$ cat src/rtl/tiel_pkg.sv
// shared types and constants for the terminal input escape line discipline
`timescale 1ns / 1ps

package tiel_pkg;

  localparam int LineCountWidthDefault = 16;
  localparam int QueueDepthDefault     = 4;

  // result kinds
  localparam logic [2:0] KIND_BYTE = 3'd0;
  localparam logic [2:0] KIND_KEY  = 3'd1;
  localparam logic [2:0] KIND_ECHO = 3'd2;
  localparam logic [2:0] KIND_INTR = 3'd3;
  localparam logic [2:0] KIND_STOP = 3'd4;

  // character codes
  localparam logic [7:0] CH_ESC   = 8'h1B;
  localparam logic [7:0] CH_ETX   = 8'h03;
  localparam logic [7:0] CH_SUB   = 8'h1A;
  localparam logic [7:0] CH_CR    = 8'h0D;
  localparam logic [7:0] CH_LF    = 8'h0A;
  localparam logic [7:0] CH_DEL   = 8'h7F;
  localparam logic [7:0] CH_BS    = 8'h08;
  localparam logic [7:0] CH_SP    = 8'h20;
  localparam logic [7:0] CH_TILDE = 8'h7E;
  localparam logic [7:0] CH_LBRK  = 8'h5B;
  localparam logic [7:0] CH_SEMI  = 8'h3B;

  // key codes
  localparam logic [3:0] KC_HOME   = 4'd8;
  localparam logic [3:0] KC_END    = 4'd9;
  localparam logic [3:0] KC_DELETE = 4'd10;

  // what the back end has to emit for one received byte
  typedef enum logic [2:0] {
    OP_NONE,
    OP_BYTE,
    OP_ECHOED,
    OP_NEWLINE,
    OP_BKSP,
    OP_KEY,
    OP_INTR,
    OP_STOP
  } op_t;

  typedef struct packed {
    logic       esc;    // deliver a held ESC first
    op_t        op;
    logic [7:0] value;
    logic [3:0] key;
  } cmd_t;

  typedef struct packed {
    logic [2:0] kind;
    logic [7:0] value;
    logic [3:0] key;
    logic       last;
  } res_t;

  typedef logic [2:0] idx_t;

endpackage

$ cat src/rtl/tiel_queue.sv
// small register queue between the front and back ends
`timescale 1ns / 1ps

module tiel_queue
  import tiel_pkg::*;
#(
  parameter int WIDTH = 16,
  parameter int DEPTH = QueueDepthDefault
) (
  input  logic             clk,
  input  logic             rst,
  input  logic             wr_en,
  input  logic [WIDTH-1:0] wr_data,
  output logic             full,
  input  logic             rd_en,
  output logic [WIDTH-1:0] rd_data,
  output logic             empty
);

  localparam int PtrW = (DEPTH > 1) ? $clog2(DEPTH) : 1;
  localparam int CntW = $clog2(DEPTH + 1);

  logic [WIDTH-1:0] slots [DEPTH];
  logic [PtrW-1:0]  wr_ptr;
  logic [PtrW-1:0]  rd_ptr;
  logic [CntW-1:0]  count;

  assign full    = (count == CntW'(DEPTH));
  assign empty   = (count == '0);
  assign rd_data = slots[rd_ptr];

  function automatic logic [PtrW-1:0] bump(input logic [PtrW-1:0] p);
    return (p == PtrW'(DEPTH - 1)) ? '0 : p + PtrW'(1);
  endfunction

  always_ff @(posedge clk) begin
    if (wr_en) begin
      slots[wr_ptr] <= wr_data;
    end
  end

  always_ff @(posedge clk) begin
    if (rst) begin
      wr_ptr <= '0;
      rd_ptr <= '0;
      count  <= '0;
    end else begin
      if (wr_en) begin
        wr_ptr <= bump(wr_ptr);
      end
      if (rd_en) begin
        rd_ptr <= bump(rd_ptr);
      end
      case ({wr_en, rd_en})
        2'b10:   count <= count + CntW'(1);
        2'b01:   count <= count - CntW'(1);
        default: count <= count;
      endcase
    end
  end

  a_no_overflow: assert property (@(posedge clk) disable iff (rst)
    wr_en |-> !full || rd_en)
    else $error("queue written while full");

  a_no_underflow: assert property (@(posedge clk) disable iff (rst)
    rd_en |-> !empty)
    else $error("queue read while empty");

endmodule

$ cat src/rtl/tiel_front.sv
// front end: escape parser, mode and line count, at most one command per byte
`timescale 1ns / 1ps

module tiel_front
  import tiel_pkg::*;
#(
  parameter int LINE_COUNT_WIDTH = LineCountWidthDefault
) (
  input  logic       clk,
  input  logic       rst,
  input  logic       accept,
  input  logic [7:0] rx_byte,
  input  logic       cfg_write,
  input  logic       cfg_raw_mode,
  output cmd_t       cmd,
  output logic       cmd_push
);

  typedef enum logic [1:0] {
    PH_TEXT,
    PH_ESC,
    PH_CSI
  } phase_t;

  phase_t                      phase;
  phase_t                      phase_next;
  logic [15:0]                 acc;
  logic [15:0]                 acc_next;
  logic [1:0]                  arg_pos;
  logic [1:0]                  arg_pos_next;
  logic [LINE_COUNT_WIDTH-1:0] line_count;
  logic [LINE_COUNT_WIDTH-1:0] line_count_next;
  logic                        raw_mode;
  logic [7:0]                  t;
  logic                        do_text;
  logic                        ctrl;

  always_comb begin
    phase_next      = phase;
    acc_next        = acc;
    arg_pos_next    = arg_pos;
    line_count_next = line_count;
    cmd             = '{esc: 1'b0, op: OP_NONE, value: 8'h00, key: 4'h0};
    do_text         = 1'b0;
    ctrl            = (arg_pos == 2'd1) && (acc == 16'd5);
    t               = rx_byte;

    case (phase)
      PH_ESC: begin
        if (rx_byte == CH_LBRK) begin
          phase_next   = PH_CSI;
          acc_next     = '0;
          arg_pos_next = '0;
        end else begin
          cmd.esc    = 1'b1;
          phase_next = PH_TEXT;
          do_text    = 1'b1;
        end
      end
      PH_CSI: begin
        if (rx_byte >= 8'h30 && rx_byte <= 8'h39) begin
          acc_next = {acc[12:0], 3'b000} + {acc[14:0], 1'b0} + {12'h000, rx_byte[3:0]};
        end else if (rx_byte == CH_SEMI) begin
          if (arg_pos != 2'd2) begin
            arg_pos_next = arg_pos + 2'd1;
          end
          acc_next = '0;
        end else if (rx_byte >= 8'h40 && rx_byte <= CH_TILDE) begin
          phase_next = PH_TEXT;
          case (rx_byte)
            8'h41, 8'h42, 8'h43, 8'h44: begin
              cmd.op  = OP_KEY;
              cmd.key = {1'b0, ctrl, 2'(rx_byte[1:0] - 2'd1)};
            end
            8'h48: begin
              cmd.op  = OP_KEY;
              cmd.key = KC_HOME;
            end
            8'h46: begin
              cmd.op  = OP_KEY;
              cmd.key = KC_END;
            end
            CH_TILDE: begin
              if (arg_pos == 2'd0) begin
                if (acc == 16'd1) begin
                  cmd.op  = OP_KEY;
                  cmd.key = KC_HOME;
                end else if (acc == 16'd3) begin
                  cmd.op  = OP_KEY;
                  cmd.key = KC_DELETE;
                end else if (acc == 16'd4) begin
                  cmd.op  = OP_KEY;
                  cmd.key = KC_END;
                end
              end
            end
            default: cmd.op = OP_NONE;
          endcase
        end
      end
      default: begin
        phase_next = PH_TEXT;
        do_text    = 1'b1;
      end
    endcase

    if (do_text) begin
      if (rx_byte == CH_CR) begin
        t = CH_LF;
      end else if (rx_byte == CH_DEL) begin
        t = CH_BS;
      end
      cmd.value = t;
      if (rx_byte == CH_ESC) begin
        phase_next = PH_ESC;
      end else if (rx_byte == CH_ETX) begin
        cmd.op    = OP_INTR;
        cmd.value = 8'h00;
      end else if (rx_byte == CH_SUB) begin
        cmd.op    = OP_STOP;
        cmd.value = 8'h00;
      end else if (raw_mode) begin
        cmd.op = OP_BYTE;
      end else if (t == CH_BS) begin
        // backspace on an empty line is swallowed
        if (line_count != '0) begin
          cmd.op          = OP_BKSP;
          line_count_next = line_count - LINE_COUNT_WIDTH'(1);
        end
      end else if (t == CH_LF) begin
        cmd.op          = OP_NEWLINE;
        line_count_next = '0;
      end else if (t >= CH_SP && t < CH_DEL) begin
        cmd.op = OP_ECHOED;
        if (line_count != '1) begin
          line_count_next = line_count + LINE_COUNT_WIDTH'(1);
        end
      end else begin
        cmd.op = OP_BYTE;
      end
    end
  end

  assign cmd_push = accept && (cmd.esc || cmd.op != OP_NONE);

  always_ff @(posedge clk) begin
    if (rst) begin
      phase      <= PH_TEXT;
      acc        <= '0;
      arg_pos    <= '0;
      line_count <= '0;
      raw_mode   <= 1'b0;
    end else if (cfg_write) begin
      raw_mode   <= cfg_raw_mode;
      line_count <= '0;
    end else if (accept) begin
      phase      <= phase_next;
      acc        <= acc_next;
      arg_pos    <= arg_pos_next;
      line_count <= line_count_next;
    end
  end

  a_arg_pos_sat: assert property (@(posedge clk) disable iff (rst)
    accept && phase == PH_CSI && rx_byte == CH_SEMI |=> arg_pos != 2'd0)
    else $error("argument position lost a separator");

endmodule

$ cat src/rtl/tiel_back.sv
// back end: expands a command into result transactions, one per cycle while results are popped
`timescale 1ns / 1ps

module tiel_back
  import tiel_pkg::*;
(
  input  logic       clk,
  input  logic       rst,
  input  cmd_t       head,
  input  logic       q_empty,
  output logic       q_pop,
  output logic       empty,
  input  logic       pop,
  output logic [2:0] kind,
  output logic [7:0] value,
  output logic [3:0] key,
  output logic       last
);

  logic out_valid;
  idx_t idx;
  res_t res;
  logic load;

  function automatic res_t result_of(input cmd_t c, input idx_t i);
    res_t       r;
    logic [2:0] n;
    idx_t       k;
    r = '{kind: KIND_BYTE, value: 8'h00, key: 4'h0, last: 1'b0};
    case (c.op)
      OP_NONE:    n = 3'd0;
      OP_ECHOED:  n = 3'd2;
      OP_NEWLINE: n = 3'd3;
      OP_BKSP:    n = 3'd4;
      default:    n = 3'd1;
    endcase
    n = n + {2'b00, c.esc};
    k = i - {2'b00, c.esc};
    if (c.esc && i == '0) begin
      r.value = CH_ESC;
    end else begin
      case (c.op)
        OP_BYTE: r.value = c.value;
        OP_ECHOED: begin
          r.kind  = (k == 3'd0) ? KIND_BYTE : KIND_ECHO;
          r.value = c.value;
        end
        OP_NEWLINE: begin
          r.kind  = (k == 3'd0) ? KIND_BYTE : KIND_ECHO;
          r.value = (k == 3'd1) ? CH_CR : CH_LF;
        end
        OP_BKSP: begin
          r.kind  = (k == 3'd0) ? KIND_BYTE : KIND_ECHO;
          r.value = (k == 3'd2) ? CH_SP : CH_BS;
        end
        OP_KEY: begin
          r.kind = KIND_KEY;
          r.key  = c.key;
        end
        OP_INTR: r.kind = KIND_INTR;
        OP_STOP: r.kind = KIND_STOP;
        default: r.kind = KIND_BYTE;
      endcase
    end
    r.last = (i == n - 3'd1);
    return r;
  endfunction

  assign res   = result_of(head, idx);
  assign load  = !out_valid || pop;
  assign q_pop = load && !q_empty && res.last;
  assign empty = !out_valid;

  always_ff @(posedge clk) begin
    if (load) begin
      kind  <= res.kind;
      value <= res.value;
      key   <= res.key;
      last  <= res.last;
    end
  end

  always_ff @(posedge clk) begin
    if (rst) begin
      out_valid <= 1'b0;
      idx       <= '0;
    end else if (load) begin
      out_valid <= !q_empty;
      if (!q_empty) begin
        idx <= res.last ? '0 : idx + 3'd1;
      end
    end
  end

  a_idx_range: assert property (@(posedge clk) disable iff (rst)
    idx <= 3'd4)
    else $error("result index past five results");

  a_idx_restart: assert property (@(posedge clk) disable iff (rst)
    q_pop |=> idx == '0)
    else $error("index not restarted after command retired");

  a_last_retires: assert property (@(posedge clk) disable iff (rst)
    load && !q_empty && res.last |-> q_pop)
    else $error("final result loaded without retiring its command");

endmodule

$ cat src/rtl/terminal_input_escape_line_discipline.sv
// top level of the terminal input escape parser with cooked line discipline
//
//  channel   | direction | handshake           | payload
//  ----------+-----------+---------------------+-----------------------------
//  input     | in        | push / full         | rx_byte
//  result    | out       | pop / empty         | kind, value, key, last
//  config    | in        | cfg_valid/cfg_ready | cfg_raw_mode
//
//  the front end takes one byte per cycle while the command queue has room; a byte
//  producing n results (0 to 5) holds the back end while they pass one at a time through the single result register
//  sustained rate is one result per cycle while results are popped
//  first result of a byte passes through the command queue, then the result register
//  rst (synchronous) clears parser state, line count, raw mode, queue, output
//  input stalls only while the command queue is full; a stalled result
//  holds its register and the front end keeps parsing into the queue
`timescale 1ns / 1ps

module terminal_input_escape_line_discipline
  import tiel_pkg::*;
#(
  parameter int LINE_COUNT_WIDTH = LineCountWidthDefault,
  parameter int QUEUE_DEPTH      = QueueDepthDefault
) (
  input  logic       clk,
  input  logic       rst,
  // input queue side
  input  logic       push,
  output logic       full,
  input  logic [7:0] rx_byte,
  // result queue side
  output logic       empty,
  input  logic       pop,
  output logic [2:0] kind,
  output logic [7:0] value,
  output logic [3:0] key,
  output logic       last,
  // configuration write channel
  input  logic       cfg_valid,
  output logic       cfg_ready,
  input  logic       cfg_raw_mode
);

  logic accept;
  logic cfg_write;
  cmd_t cmd;
  logic cmd_push;
  cmd_t head;
  logic q_empty;
  logic q_pop;

  // configuration is always taken; it must only arrive while the block is idle (not enforced here)
  assign cfg_ready = 1'b1;
  assign cfg_write = cfg_valid && cfg_ready;

  // an input transaction completes whenever the command queue has room
  assign accept = push && !full;

  // parser, mode and line count; one command per byte that yields results
  tiel_front #(
    .LINE_COUNT_WIDTH(LINE_COUNT_WIDTH)
  ) u_front (
    .clk         (clk),
    .rst         (rst),
    .accept      (accept),
    .rx_byte     (rx_byte),
    .cfg_write   (cfg_write),
    .cfg_raw_mode(cfg_raw_mode),
    .cmd         (cmd),
    .cmd_push    (cmd_push)
  );

  // decouples parsing from result delivery
  tiel_queue #(
    .WIDTH($bits(cmd_t)),
    .DEPTH(QUEUE_DEPTH)
  ) u_queue (
    .clk    (clk),
    .rst    (rst),
    .wr_en  (cmd_push),
    .wr_data(cmd),
    .full   (full),
    .rd_en  (q_pop),
    .rd_data(head),
    .empty  (q_empty)
  );

  // expands each command into its result transactions
  tiel_back u_back (
    .clk    (clk),
    .rst    (rst),
    .head   (head),
    .q_empty(q_empty),
    .q_pop  (q_pop),
    .empty  (empty),
    .pop    (pop),
    .kind   (kind),
    .value  (value),
    .key    (key),
    .last   (last)
  );

endmodule
$ cat config.mk
export PLATFORM = sky130hd
export DESIGN_NAME = terminal_input_escape_line_discipline
export DESIGN_NICKNAME = d
export VERILOG_FILES = /design/src/rtl/tiel_pkg.sv /design/src/rtl/tiel_queue.sv /design/src/rtl/tiel_front.sv /design/src/rtl/tiel_back.sv /design/src/rtl/terminal_input_escape_line_discipline.sv
export SDC_FILE = /design/constraint.sdc
export NUM_CORES = 1
export LEC_CHECK = 0
export ABC_AREA = 1
export BUFFER_PORTS_ARGS = -buffer_cell sky130_fd_sc_hd__buf_2
export CORE_ASPECT_RATIO = 0.6
export CORE_MARGIN = 4
export CORE_UTILIZATION = 56
export CTS_BUF_LIST = sky130_fd_sc_hd__clkbuf_4 sky130_fd_sc_hd__clkbuf_8 sky130_fd_sc_hd__clkbuf_16
export DETAILED_ROUTE_END_ITERATION = 7
export GPL_TIMING_DRIVEN = 0
export PLACE_DENSITY = 0.79
export SLEW_MARGIN = 10
export SYNTH_ARGS = -nofsm -noshare
export SYNTH_HDL_FRONTEND = slang
export SYNTH_HIERARCHICAL = 1
export SYNTH_SLANG_ARGS = --single-unit
$ cat constraint.sdc
create_clock -name clk -period 3.2 [get_ports clk]
set_clock_uncertainty 0.2 [all_clocks]
set_input_delay 0.64 -clock clk [delete_from_list [all_inputs] [get_ports clk]]
set_output_delay 0.64 -clock clk [all_outputs]
set_load 0.01 [all_outputs]
==> key figures <==
Outcome
  • Run status: complete, no violations

STA
  • Final hold slack: around 0.27 ns
  • Final Critical Period: 3.10 ns
  • Slew at the pin closest to its max-slew limit: around 0.95 ns
  • Endpoints failing setup: 0
  • Max Fclk: around 320 MHz
  • Slew Limit Fails: 0
  • Relative slew slack: between 30 and 40%
  • Setup_tns: 0 ns
  • Tcrit/Tclk final: just under 100%
  • Final worst slack: around 0.1 ns
  • Hold Fails Final Rpt: 0

Clock tree
  • # hold bufs at CTS: 0
  • CTS tree: done
  • Max clock buf depth: 2
  • Sink Count: 130
  • Clock Pin Slew Worst Setup and Hold Paths: around 0.060 ns
  • Clock latency on the worst-skew pair: roughly 0.42 ns
  • CTS H-tree depth: 4
  • Cts bufs inserted: 17
  • Clock root cell: clkbuf_16

Critical path
  • R2R Setup Slk: about 0.14 ns
  • Critical path class: primary input to register
  • WP data required: between 3 and 4 ns
  • Startpoint types: primary input
  • WP data arrival: around 3 ns
  • Maximum fanout along the worst path: 16
  • Worst r2r path cells: 21
  • Crit path launch: rx_byte[1]
  • R2r endpoint: u_queue/count[2]$_SDFFE_PP0P_
  • CP endpoint kind: register

Floorplan
  • Die Ht: between 90 and 100 um
  • Core ar.: 13700 um2
  • Initial Utilization: between 50% and 60%
  • Die outline width: ~160 um
  • Die ar.: ~16000 um2
  • Top-level I/O count: 33
  • # rows: 33

Yosys
  • Synth Cell Area: a little under 8000 um2
  • Flops & latches, synth: 130
  • Post-Syn Instances: 966
  • Unique masters post-synth: 48
  • Mapped Nets: approximately 1000
  • Seq/Total Area, Yosys: 43.2%
  • Synth warnings: 6
  • Synthesized area per cell: around 8.2 um2

Run
  • Max-cap violations: 0

Pwr
  • Max VDD drop: roughly 0.00043 V
  • Power Density: ~680 nW/um2
  • Overall Power: 6.42 mW
  • Pleak: approximately 4 nW

Layout
  • Final core utilization: between 60% and 70%
  • Nets: ~1100
  • Area Growth Syn to Fin: 20.3%
  • Layout cells sized above 1: a little under a quarter
  • Commonest non-fill, non-tap cell in the layout: nand2_1
  • Fill cells: ~1000
  • Ant. Diodes: 0
  • Most frequent cells in the layout: nand2_1 (162), nor2_1 (122), inv_1 (100)

Worst hold path
  • Hold EP: u_front/raw_mode$_SDFFE_PP0P_
  • Hold Crit Class: primary input to register
  • Hold Crit Start: cfg_raw_mode
  • Hold Crit Depth: 3

Route
  • # DRC: 0
  • DR pass1 iterations: 5
  • Final ANT Viol Nets: 0
  • Via density: around 5.5
  • Vias: around 6900
  • Detailed Route WL: ~20 mm
  • WL/cell: approximately 16 um
  • First DRT Iteration DRCs: 653

Global route
  • Vias in the first global route: roughly 6100
  • Tot GR Track Use: between 20% and 30%
  • Remaining Overflow, GRT: 0
  • Largest net degree at the start of global routing: 21
  • Initial antenna violation count: 0
  • First-pass GRT wire length: between 30 and 40 mm

Placement
  • Post-DP HPWL: around 13 mm
  • Port bufs: 31
  • Gpl congestion: about 0.91
  • Pre-CTS setup slack: -0.532 ns
## report_power, final
part	switching, mW	leakage, nW	internal, mW
logic	1.33	2.62	0.864
clock network	0.751	0.300	1.32
registers	0.104	1.17	2.05
## worst max-delay path, stage by stage
cell and delay (ns):
buf_4 0.15, inv_4 0.07, ha_4 0.14, inv_1 0.05, nor2_2 0.10, nand3_2 0.14, nand3_2 0.12, nand2_2 0.07
nor2_4 0.12, nand2_2 0.07, buf_6 0.13, nand2_2 0.05, a21oi_2 0.06, a21oi_2 0.15, nand3_1 0.09, nand2_1 0.08
inv_2 0.06, buf_4 0.13, nand2_1 0.09, clkinvlp_4 0.39
## logic make-up (layout without fill, tap and decap cells)
family,count (synthesis),count (layout),synth area share (%)
xor gates and xnor gates,25,25,2.78
other,1,1,0.0476
and+or+nand+nor,438,438,24.3
buffers and inverters,152,245,8.56
AOI/OAI and AO/OA,168,168,12.6
adders and majority gates,52,52,8.54
DFF,130,130,43.2
## synthesized netlist by cell type (all sizes together)
master | n | area (um2)
nand2 | 183 | 714
nor2 | 153 | 632
inv | 126 | 478
edfxtp | 80 | 2400
o21ai | 80 | 442
nand3 | 53 | 285
a21oi | 52 | 260
dfxtp | 50 | 1000
ha | 49 | 613
buf | 21 | 176
o22ai | 21 | 175
nor3 | 19 | 95.1
xor2 | 19 | 166
nand4 | 15 | 93.8
or2 | 7 | 43.8
xnor2 | 6 | 52.6
clkbuf | 5 | 20.0
a31oi | 4 | 25.0
nor4 | 4 | 25.0
a211oi | 3 | 27.5
fa | 3 | 60.1
o31ai | 3 | 22.5
and3 | 2 | 13.8
o211ai | 2 | 15.0
a21boi | 1 | 7.51
a22oi | 1 | 7.51
a41oi | 1 | 8.76
conb | 1 | 3.75
nand2b | 1 | 6.26
nor3b | 1 | 7.51
## routing by layer
metal  GRT usage (%)  vias up  wire length, um
met2            33.6      284             8170
met5               0        -                0
li1                -     3394                -
met3            4.02       29             1450
met1            35.7     3218             9580
met4            7.21        0              257
## how the worst max path moves through the flow
stage | depth (start not counted) | endpoint
floorplan | 26 | u_queue/count[2]$_SDFFE_PP0P_
global placement | 15 | u_queue/slots[3][3]$_DFFE_PP_
detailed placement | 25 | u_queue/count[2]$_SDFFE_PP0P_
CTS | 20 | u_queue/count[2]$_SDFFE_PP0P_
global route | 27 | u_queue/count[2]$_SDFFE_PP0P_
finish | 20 | u_queue/slots[3][3]$_DFFE_PP_
## state kept, by name, indices dropped and copies added (netlist names), named ones only
signal,count
u_queue/slots,64
u_front/acc,16
u_front/line_count,16
u_back/value,8
u_back/key,4
u_back/idx,3
u_back/kind,3
u_queue/count,3
u_front/arg_pos,2
u_front/phase,2
u_queue/rd_ptr,2
u_queue/wr_ptr,2
u_back/last,1
u_back/out_valid,1
u_front/raw_mode,1
## stage by stage
stage,instance area [um2],cells
2_1_floorplan,7930,966
3_3_place_gp,8330,1189
3_5_place_dp,8330,1189
4_1_cts,9090,1230
5_1_grt,9480,1251
6_report,9480,1251
## repair_timing
item	4_1_cts	5_1_grt
gates cloned	0	0
setup endpoints to repair	69	66
setup buffers	9	21
gates resized for setup	21	77
pin swaps	9	25
## layout make-up
| cell class | count | area, um2 | share of cell area, % |
|---|---|---|---|
| tap | 192 | 240 | 2.53 |
| buffer | 26 | 218 | 2.30 |
| clock inverter | 13 | 183 | 1.93 |
| multi-input combinational | 684 | 4090 | 43.1 |
| inverter | 126 | 508 | 5.36 |
| timing repair buffer | 61 | 394 | 4.16 |
| clock buffer | 19 | 440 | 4.64 |
| sequential | 130 | 3410 | 36.0 |
Note: power is estimated with default switching activity, not from simulation.
